===== src/design/ldc_pkg.sv =====
// shared types, widths and helpers for the light dip counter
// no dependencies; used by every module of the block
package ldc_pkg;

  // field widths
  localparam int SAMPLE_BITS = 12;
  localparam int TIME_BITS   = 32;
  localparam int COUNT_BITS  = 16;

  // stream and configuration port widths
  localparam int IN_FIELD_BITS  = SAMPLE_BITS + TIME_BITS;
  localparam int IN_DATA_BITS   = ((IN_FIELD_BITS + 7) / 8) * 8;
  localparam int OUT_FIELD_BITS = 1 + 2 * COUNT_BITS + 2 * SAMPLE_BITS + 2 * TIME_BITS;
  localparam int OUT_DATA_BITS  = ((OUT_FIELD_BITS + 7) / 8) * 8;
  localparam int CFG_DATA_BITS  = TIME_BITS;
  localparam int CFG_INDEX_BITS = 2;

  // register indexes
  localparam logic [CFG_INDEX_BITS-1:0] REG_THRESHOLD      = 2'd0;
  localparam logic [CFG_INDEX_BITS-1:0] REG_START_OFFSET   = 2'd1;
  localparam logic [CFG_INDEX_BITS-1:0] REG_FIRST_INTERVAL = 2'd2;

  // register reset values
  localparam logic [SAMPLE_BITS-1:0] THRESHOLD_RESET      = SAMPLE_BITS'(2048);
  localparam logic [SAMPLE_BITS-1:0] START_OFFSET_RESET   = SAMPLE_BITS'(683);
  localparam logic [TIME_BITS-1:0]   FIRST_INTERVAL_RESET = TIME_BITS'(1000);

  // reciprocal of ten, exact floor for operands below 2^16
  localparam int DIV10_MUL_BITS = 17;
  localparam logic [DIV10_MUL_BITS-1:0] DIV10_MUL = 17'd52429;
  localparam int DIV10_SHIFT = 19;

  typedef logic [SAMPLE_BITS-1:0] level_t;
  typedef logic [TIME_BITS-1:0]   ticks_t;
  typedef logic [COUNT_BITS-1:0]  count_t;

  // configuration seen by the units
  typedef struct packed {
    level_t threshold;
    level_t start_offset;
    ticks_t first_interval;
  } cfg_t;

  // one accepted sample beat, with its load strobe
  typedef struct packed {
    logic   load;
    level_t level;
    ticks_t time_stamp;
    logic   window_start;
  } step_t;

  // dip line: threshold minus floor(threshold / 10)
  function automatic level_t dip_line(input level_t thr);
    logic [SAMPLE_BITS+DIV10_MUL_BITS-1:0] prod;
    level_t tenth;
    prod  = (SAMPLE_BITS + DIV10_MUL_BITS)'(thr)
          * (SAMPLE_BITS + DIV10_MUL_BITS)'(DIV10_MUL);
    tenth = SAMPLE_BITS'(prod >> DIV10_SHIFT);
    return thr - tenth;
  endfunction

  // saturating increment
  function automatic count_t sat_inc(input count_t c);
    return (c == '1) ? c : c + COUNT_BITS'(1);
  endfunction

endpackage


===== src/design/ldc_dip_unit.sv =====
// dip detection and per-window dip and sample counters
// depends on ldc_pkg
module ldc_dip_unit (
  input  logic           clk,
  input  logic           rst,
  input  ldc_pkg::cfg_t  cfg,
  input  ldc_pkg::step_t step,
  output logic           dip_seen,
  output ldc_pkg::count_t dip_counter,
  output ldc_pkg::count_t sample_counter
);

  ldc_pkg::level_t previous_level;
  ldc_pkg::level_t seed;
  ldc_pkg::level_t prev_eff;
  ldc_pkg::level_t line;
  ldc_pkg::count_t dip_base;
  ldc_pkg::count_t sample_base;
  logic            dip;

  // seed at window start, clamped at zero
  always_comb begin
    seed = (cfg.start_offset > cfg.threshold) ? '0 : cfg.threshold - cfg.start_offset;
    prev_eff    = step.window_start ? seed : previous_level;
    line        = ldc_pkg::dip_line(cfg.threshold);
    dip         = (prev_eff > line) && (step.level < line);
    dip_base    = step.window_start ? '0 : dip_counter;
    sample_base = step.window_start ? '0 : sample_counter;
  end

  // state and result update per beat
  always_ff @(posedge clk) begin
    if (rst) begin
      previous_level <= '0;
      dip_counter    <= '0;
      sample_counter <= '0;
      dip_seen       <= 1'b0;
    end else if (step.load) begin
      previous_level <= step.level;
      dip_counter    <= dip ? ldc_pkg::sat_inc(dip_base) : dip_base;
      sample_counter <= ldc_pkg::sat_inc(sample_base);
      dip_seen       <= dip;
    end
  end

endmodule


===== src/design/ldc_extreme_unit.sv =====
// all-time level and gap extremes
// depends on ldc_pkg
module ldc_extreme_unit (
  input  logic           clk,
  input  logic           rst,
  input  ldc_pkg::cfg_t  cfg,
  input  ldc_pkg::step_t step,
  output ldc_pkg::level_t max_level,
  output ldc_pkg::level_t min_level,
  output ldc_pkg::ticks_t max_gap,
  output ldc_pkg::ticks_t min_gap
);

  ldc_pkg::ticks_t previous_time;
  ldc_pkg::ticks_t gap;

  // gap wraps modulo the time width
  assign gap = step.window_start ? cfg.first_interval : step.time_stamp - previous_time;

  // running extremes
  always_ff @(posedge clk) begin
    if (rst) begin
      previous_time <= '0;
      max_level     <= '0;
      min_level     <= '1;
      max_gap       <= '0;
      min_gap       <= '1;
    end else if (step.load) begin
      previous_time <= step.time_stamp;
      if (step.level > max_level) max_level <= step.level;
      if (step.level < min_level) min_level <= step.level;
      if (gap > max_gap) max_gap <= gap;
      if (gap < min_gap) min_gap <= gap;
    end
  end

endmodule


===== src/design/light_dip_counter_with_extremes_top.sv =====
// Light dip counter with all-time extremes: one light sample per beat in, one result
// beat out. The unit registers hold the result and are loaded at the edge that
// accepts the sample, so a new sample is taken every cycle while the result side keeps
// up; the path between registers is one reciprocal multiply for the dip line plus
// compares and a 32-bit subtract for the gap.
// Configuration writes are applied at once and must come while no beat is in flight.
// depends on ldc_pkg, ldc_dip_unit, ldc_extreme_unit
module light_dip_counter_with_extremes_top (
  input  logic                                clk,
  input  logic                                rst,
  // configuration write port
  input  logic                                cfg_we,
  input  logic [ldc_pkg::CFG_INDEX_BITS-1:0]  cfg_index,
  input  logic [ldc_pkg::CFG_DATA_BITS-1:0]   cfg_data,
  // sample stream
  input  logic                                s_tvalid,
  output logic                                s_tready,
  input  logic [ldc_pkg::IN_DATA_BITS-1:0]    s_tdata,  // level, time_stamp, zero pad
  input  logic                                s_tuser,  // window_start
  // result stream
  output logic                                m_tvalid,
  input  logic                                m_tready,
  // dip_seen, dip_total, sample_total, highest_level, lowest_level,
  // longest_gap, shortest_gap, zero pad
  output logic [ldc_pkg::OUT_DATA_BITS-1:0]   m_tdata
);

  ldc_pkg::cfg_t   cfg;
  ldc_pkg::step_t  step;
  logic            accept;
  logic            dip_seen;
  ldc_pkg::count_t dip_total;
  ldc_pkg::count_t sample_total;
  ldc_pkg::level_t highest_level;
  ldc_pkg::level_t lowest_level;
  ldc_pkg::ticks_t longest_gap;
  ldc_pkg::ticks_t shortest_gap;

  // configuration registers
  always_ff @(posedge clk) begin
    if (rst) begin
      cfg.threshold      <= ldc_pkg::THRESHOLD_RESET;
      cfg.start_offset   <= ldc_pkg::START_OFFSET_RESET;
      cfg.first_interval <= ldc_pkg::FIRST_INTERVAL_RESET;
    end else if (cfg_we) begin
      case (cfg_index)
        ldc_pkg::REG_THRESHOLD:      cfg.threshold      <= cfg_data[ldc_pkg::SAMPLE_BITS-1:0];
        ldc_pkg::REG_START_OFFSET:   cfg.start_offset   <= cfg_data[ldc_pkg::SAMPLE_BITS-1:0];
        ldc_pkg::REG_FIRST_INTERVAL: cfg.first_interval <= cfg_data[ldc_pkg::TIME_BITS-1:0];
        default: ;
      endcase
    end
  end

  // handshake: result registers reload when empty or being drained
  assign s_tready = !m_tvalid || m_tready;
  assign accept   = s_tvalid && s_tready;

  always_ff @(posedge clk) begin
    if (rst) begin
      m_tvalid <= 1'b0;
    end else if (s_tready) begin
      m_tvalid <= s_tvalid;
    end
  end

  // unpack the incoming beat
  always_comb begin
    step.load         = accept;
    step.level        = s_tdata[ldc_pkg::SAMPLE_BITS-1:0];
    step.time_stamp   = s_tdata[ldc_pkg::IN_FIELD_BITS-1:ldc_pkg::SAMPLE_BITS];
    step.window_start = s_tuser;
  end

  ldc_dip_unit u_dip (
    .clk            (clk),
    .rst            (rst),
    .cfg            (cfg),
    .step           (step),
    .dip_seen       (dip_seen),
    .dip_counter    (dip_total),
    .sample_counter (sample_total)
  );

  ldc_extreme_unit u_extreme (
    .clk       (clk),
    .rst       (rst),
    .cfg       (cfg),
    .step      (step),
    .max_level (highest_level),
    .min_level (lowest_level),
    .max_gap   (longest_gap),
    .min_gap   (shortest_gap)
  );

  // pack the result beat
  assign m_tdata = ldc_pkg::OUT_DATA_BITS'({shortest_gap, longest_gap, lowest_level,
                                            highest_level, sample_total, dip_total,
                                            dip_seen});

  // a window-start beat restarts the sample count at one
  a_window_restart : assert property (@(posedge clk) disable iff (rst)
    accept && s_tuser |=> sample_total == ldc_pkg::COUNT_BITS'(1))
    else $error("sample count not restarted on window start");

  // a reported dip is always reflected in the dip count
  a_dip_counted : assert property (@(posedge clk) disable iff (rst)
    m_tvalid && dip_seen |-> dip_total != '0)
    else $error("dip reported with zero dip count");

  // once a sample has been seen the level extremes are ordered
  a_extremes_ordered : assert property (@(posedge clk) disable iff (rst)
    m_tvalid |-> lowest_level <= highest_level)
    else $error("lowest level above highest level");

  // at most as many dips as samples in a window
  a_dips_bounded : assert property (@(posedge clk) disable iff (rst)
    m_tvalid |-> dip_total <= sample_total)
    else $error("dip count exceeds sample count");

endmodule

===== config.mk =====
export PLATFORM = sky130hd
export DESIGN_NAME = light_dip_counter_with_extremes_top
export DESIGN_NICKNAME = d
export VERILOG_FILES = /design/src/design/ldc_pkg.sv /design/src/design/ldc_dip_unit.sv /design/src/design/ldc_extreme_unit.sv /design/src/design/light_dip_counter_with_extremes_top.sv
export SDC_FILE = /design/constraint.sdc
export NUM_CORES = 1
export LEC_CHECK = 0
export BUFFER_PORTS_ARGS = -buffer_cell sky130_fd_sc_hd__buf_2
export CAP_MARGIN = 20
export CORE_AREA = 2 2 172 174
export DETAILED_ROUTE_END_ITERATION = 16
export DIE_AREA = 0 0 174 176
export PLACE_DENSITY = 0.79
export SLEW_MARGIN = 15
export SYNTH_ARGS = -nofsm -noshare
export SYNTH_HDL_FRONTEND = slang
export SYNTH_SLANG_ARGS = --single-unit

===== constraint.sdc =====
create_clock -name clk -period 9.5 [get_ports clk]
set_clock_uncertainty 0.2 [all_clocks]
set_input_delay 1.425 -clock clk [delete_from_list [all_inputs] [get_ports clk]]
set_output_delay 1.425 -clock clk [all_outputs]
set_load 0.05 [all_outputs]

=== Yosys cells after proc, flatten, opt, wreduce, memory -nomap -nowiden ===
Cells that the tools add are included.

* Register bits: 222
* Bits of input ports: 88
* Output and inout port bits: 130
* Logic and storage cells: 50

* Add/sub/neg operators: 5
* $mul: 1
* $lt $le $gt $ge: 7
* Equality and inequality tests: 4
* Mux-type cells: 8
* Reductions and logical operators: 12

{| class="wikitable"
|+ Operator list
! cell !! number
|-
| 16-bit 2-to-1 mux || 5
|-
| 12-bit greater-than comparator || 3
|-
| 16-bit by 1-bit adder with 16-bit output (second input constant) || 2
|-
| 16-bit equality test (second input constant) || 2
|-
| 32-bit greater-than comparator || 1
|-
| 32-bit < comparator || 1
|-
| 32-bit 2-to-1 mux || 1
|-
| 32-bit subtractor || 1
|-
| 12-bit by 16-bit multiplier with 28-bit output (second input constant) || 1
|-
| 12-bit < comparator || 2
|-
| 12-bit 2-to-1 mux || 2
|-
| 2-bit AND reduction || 7
|-
| 12-bit subtractor || 1
|-
| 12-bit by 9-bit subtractor with 12-bit output || 1
|-
| 2-bit by 1-bit equality test with 1-bit output (second input constant) || 1
|-
| 2-bit equality test (second input constant) || 1
|-
| 1-bit logical AND || 2
|-
| 2-bit logical NOT || 1
|-
| 1-bit logical NOT || 1
|-
| 1-bit logical OR || 1
|}

=== Logic depth before layout (Yosys ltp) ===
* Word-level depth: 6
* Gate-level depth with buffers: 39

=== Modules after synthesis ===
A second synthesis with hierarchy kept.

* Cells, all modules: 2092
* Area total of the unflattened synthesis: 17600.6 µm²

{| class="wikitable"
|+ By module, submodules not included
! module !! instances !! cells each !! area an instance (µm²) !! seq. area each (µm²)
|-
| ldc_extreme_unit || 1 || 1065 || 8639.5 || 2402.3
|-
| ldc_dip_unit || 1 || 780 || 6462.4 || 900.9
|-
| light_dip_counter_with_extremes_top || 1 || 247 || 2498.6 || 1141.1
|}

=== Worst setup path before layout ===
OpenSTA, ideal clock, no wires.

* Kind: reg-to-reg
* Start: register cfg[54] (netlist name)
* End: register u_dip.dip_counter[9]
* Arrival: 8096 ps
* Data required time: 9180 ps
* Path slack: 1084 ps
* Cell stages (with the launch flop): 36
* Path buffers: 0
* Clock period less this slack: 8416 ps
* Path through: dfxtp_1 inv_1 ha_1 fa_1 fa_1 inv_1 fa_1 inv_1 fa_1 inv_1 ha_1 a21o_1 a21oi_1 o2111ai_1 a21oi_1 xnor2_1 inv_1 ha_1 nor2b_1 o21ai_0 a21boi_0 o21ai_0 a21boi_0 o21a_1 o21ai_0 a211o_1 o311ai_0 ha_1 a211o_1 o22ai_1 a21oi_1 a21oi_1 o21ai_0 or4_4 or4_1 mux2i_1

* Cells in the longest elaborated chain, start to end: 6

{| class="wikitable"
|+ RTL lines
! element !! RTL line !! text
|-
| parallel branches: the longest is 4 deep, another holds 12-bit by 16-bit multiplier with 28-bit output || - ||
|-
| 1-bit logical AND * || ldc_dip_unit.sv:26 || <nowiki>dip = (prev_eff > line) && (step.level < line);</nowiki>
|-
| 16-bit 2-to-1 mux * || ldc_dip_unit.sv:40 || <nowiki>dip_counter <= dip ? ldc_pkg::sat_inc(dip_base) : dip_base;</nowiki>
|-
| to (signal assigned) || ldc_dip_unit.sv:40 ||
|-
| to (decl) || ldc_dip_unit.sv:9 || <nowiki>output ldc_pkg::count_t dip_counter,</nowiki>
|}

Every way passes the cells marked *.
A chain may end at the register's enable or synchronous reset.

=== Worst setup path in the final report ===
* Start: register cfg[47] (netlist name)
* End: register u_dip.dip_counter[9]

* Cells in the longest elaborated chain, start to end: 6

{| class="wikitable"
|+ RTL lines
! element !! RTL line
|-
| parallel branches: the longest is 4 deep, another holds 12-bit by 16-bit multiplier with 28-bit output || -
|-
| 1-bit logical AND * || ldc_dip_unit.sv:26
|-
| 16-bit 2-to-1 mux * || ldc_dip_unit.sv:40
|}

Marked as above.

==> qor.yml <==
reg2reg_setup_slack_ns: 0.76
grt_pass1_vias: 15028
hp-start: "cfg[24]"
ys_ff_latch: 222
yosysWarnings: 0
core_region_area_sq_um: 28500
ys_types: 76
whs_ns: 0.252
powerDensity_nw_per_um2: 164
clk-insertion-delay-late_ns: 0.55
end_kind: "flip-flop"
hold_violations: 0
start_util: 0.594
rr_startpoint: "cfg[47]"
worstPathArrival_ns: 8.95
cp.required_ns: 9.71
clkTransAtPathRegs_ns: 0.06
dr_total_vias: 15684
cp-startpoint: "cfg[47]"
hpwl_um: 34800
yosys-top-cells-area: "dfxtp_1 (26%), ha_1 (18%), nand2_1 (7.2%)"
rsz0062_at_grt: "no"
filler_cell_count: 2439
post_drt_wl_per_cell_um: 17.0
die_area_sq_um: 30600
yosysSeqAreaShare: 0.262
status: "complete, no violations"
crit_path_start_kind: "flip-flop"
maxCapViolCount: 0
critPathMaxStageDelay_ns: 0.57
port_buffers: 206
die_w_um: 174
layout-drive-gt1-share: 0.138
max_freq_mhz: 114
fin_tns_setup_ns: 0
first_iter_violations: 979
min_path_cells: 2
holdPathEnd: "cfg[24]"
path_max_fanout: 8
area_growth_pct: 13.0
syn_area_sq_um: 17000
post-cts-setup-buffers: 0
first_pass_iters: 6
h-tree-depth: 1
report.final.slew_viol_count: 0
grt-ovfl-total: 0
routabilityCongestion: 0.933
gr-usage-all-layers: 0.291
hold_class: "reg -> reg"
hold_buffers: 0
tightest_slew_ns: 0.957
grt_first_pass_wirelength_um: 73500
syn_avg_cell_area_sq_um: 8.02
cts_max_path_buffers: 3
die_height_um: 176
min_period_ns: 8.74
cts_buffers: 25
root_buffer: "clkbuf_16"
clock_sinks: 222
row_count: 62
synthArstFlopShare: 0
slew_headroom: 0.362
drt_wl_total_um: 45600
nets: 2658
cts_tree: "done"
finalCritPeriodShare: 0.920
r2r-end: "u_dip.dip_counter[9]"
finalSetupViolCount: 0
worstSetupPathType: "reg -> reg"
leakage_uw: 0.00942
max-vdd-ir-drop_mv: 0.131
synth.largest_area_cell: "dfxtp_1"
ant_nets: 0
critPathSlowestCell: "fa_1"
drc: 0
viasPerCell: 5.83
seq_area_sq_um: 4450
ioPinCount: 218
synth_common_cells: "nand2_1 (325), inv_1 (263), ha_1 (238)"
grt_max_degree: 90
synth_top_area_share: 0.262
post-synth-top-count-cell: "nand2_1"
synth-edff-count: 0
ys.flop_type: "dfxtp_1"
multiInputGateArea_sq_um: 11200
ff2ff_path_depth: 33
grt_antenna_before_repair: 2
syn_inst: 2117
## metal layers
layer	global-route usage	vias to the layer above	wire [um]
met5	0	-	0
met3	0.0355	127	2790
met2	0.523	539	22300
li1	-	7623	-
met1	0.354	7395	18600
met4	0.115	0	1960
## critical path: cells and delay by family, from the launching register on
kind | cells | cell delay [ns]
AND/OR/NAND/NOR | 4 | 1.33
AO/OA/AOI/OAI | 15 | 2.76
adder cells (fa/ha/maj) | 8 | 3.12
flip-flops | 1 | 0.44
buffers and inverters | 3 | 0.21
XOR/XNOR | 2 | 0.40
multiplexers | 1 | 0.13
## registers in the layout, indices dropped and copies added, names as in the netlist, 12 cells and up
signal / flops
u_extreme.min_gap: 32
u_dip.dip_counter: 16
u_extreme.previous_time: 32
u_extreme.max_gap: 32
u_dip.previous_level: 12
cfg: 56
u_extreme.min_level: 12
u_dip.sample_counter: 16
u_extreme.max_level: 12
## cell type report
class | count | area share
Multi-Input combinational cell | 1547 | 0.586
Sequential cell | 222 | 0.232
Timing Repair Buffer | 228 | 0.0625
Inverter | 263 | 0.0515
Clock buffer | 29 | 0.0345
Tap cell | 384 | 0.0251
Clock inverter | 14 | 0.00783
Antenna cell | 3 | 0.000392
## report_power, final
group | switching, uW | internal (uW)
sequential | 49.3 | 999
combinational | 726 | 400
clock | 411 | 555
total | 1190 | 1950
## kinds of logic after synthesis
family	Yosys count	share of synthesized area
other cells	1	0.000221
buf+inv	354	0.0802
fa+ha+maj	283	0.229
simple gates	648	0.176
compound gates	489	0.185
mux	69	0.0423
xor+xnor	51	0.0263
flops	222	0.262
## what timing repair did
item | 4_1_cts | 5_1_grt
hold endpoints to repair | 0 | 0
endpoints found under the setup margin | 0 | 16
resized for setup | 0 | 9
## worst max-delay path by stage
| stage | end | slack [ns] | cells after the start |
|---|---|---|---|
| floorplan | u_dip.dip_counter[9] | 1.08 | 35 |
| global placement | u_dip.dip_counter[9] | 0.54 | 36 |
| detailed placement | u_dip.dip_counter[9] | 0.31 | 36 |
| CTS | u_dip.dip_counter[9] | 0.28 | 36 |
| global route | u_dip.dip_counter[9] | 0.02 | 37 |
| finish | u_dip.dip_counter[9] | 0.76 | 33 |
## through the flow
stage | utilization | instances | worst slack, ns | total power, uW | area, sq um
global route | 0.672 | 2689 | 0.0244 | 3320 | 19200
floorplan | - | 2123 | 1.08 | 1890 | 17000
global placement | 0.642 | 2644 | 0.545 | 2140 | 18300
CTS | 0.670 | 2687 | 0.279 | 3150 | 19100
finish | 0.672 | 2690 | 0.761 | 3140 | 19200
detailed placement | 0.642 | 2644 | 0.314 | 2180 | 18300
## placed cells by master, fill, tap and decap left out, types with 25 or more instances in the layout
cell       synthesis  final
a21o_1            50     50
a21oi_1          176    174
and3_1            27     27
buf_2              2    205
clkbuf_16          0     25
dfxtp_1          222    221
fa_1              45     45
ha_1             238    238
inv_1            263    262
mux2i_1           56     56
nand2_1          325    323
nand3_1           46     45
nand4_1           30     30
nor2_1            97     97
o211ai_1          53     53
o21ai_0           74     71
xnor2_1           32     32
Power figures use the tool's default switching activity.
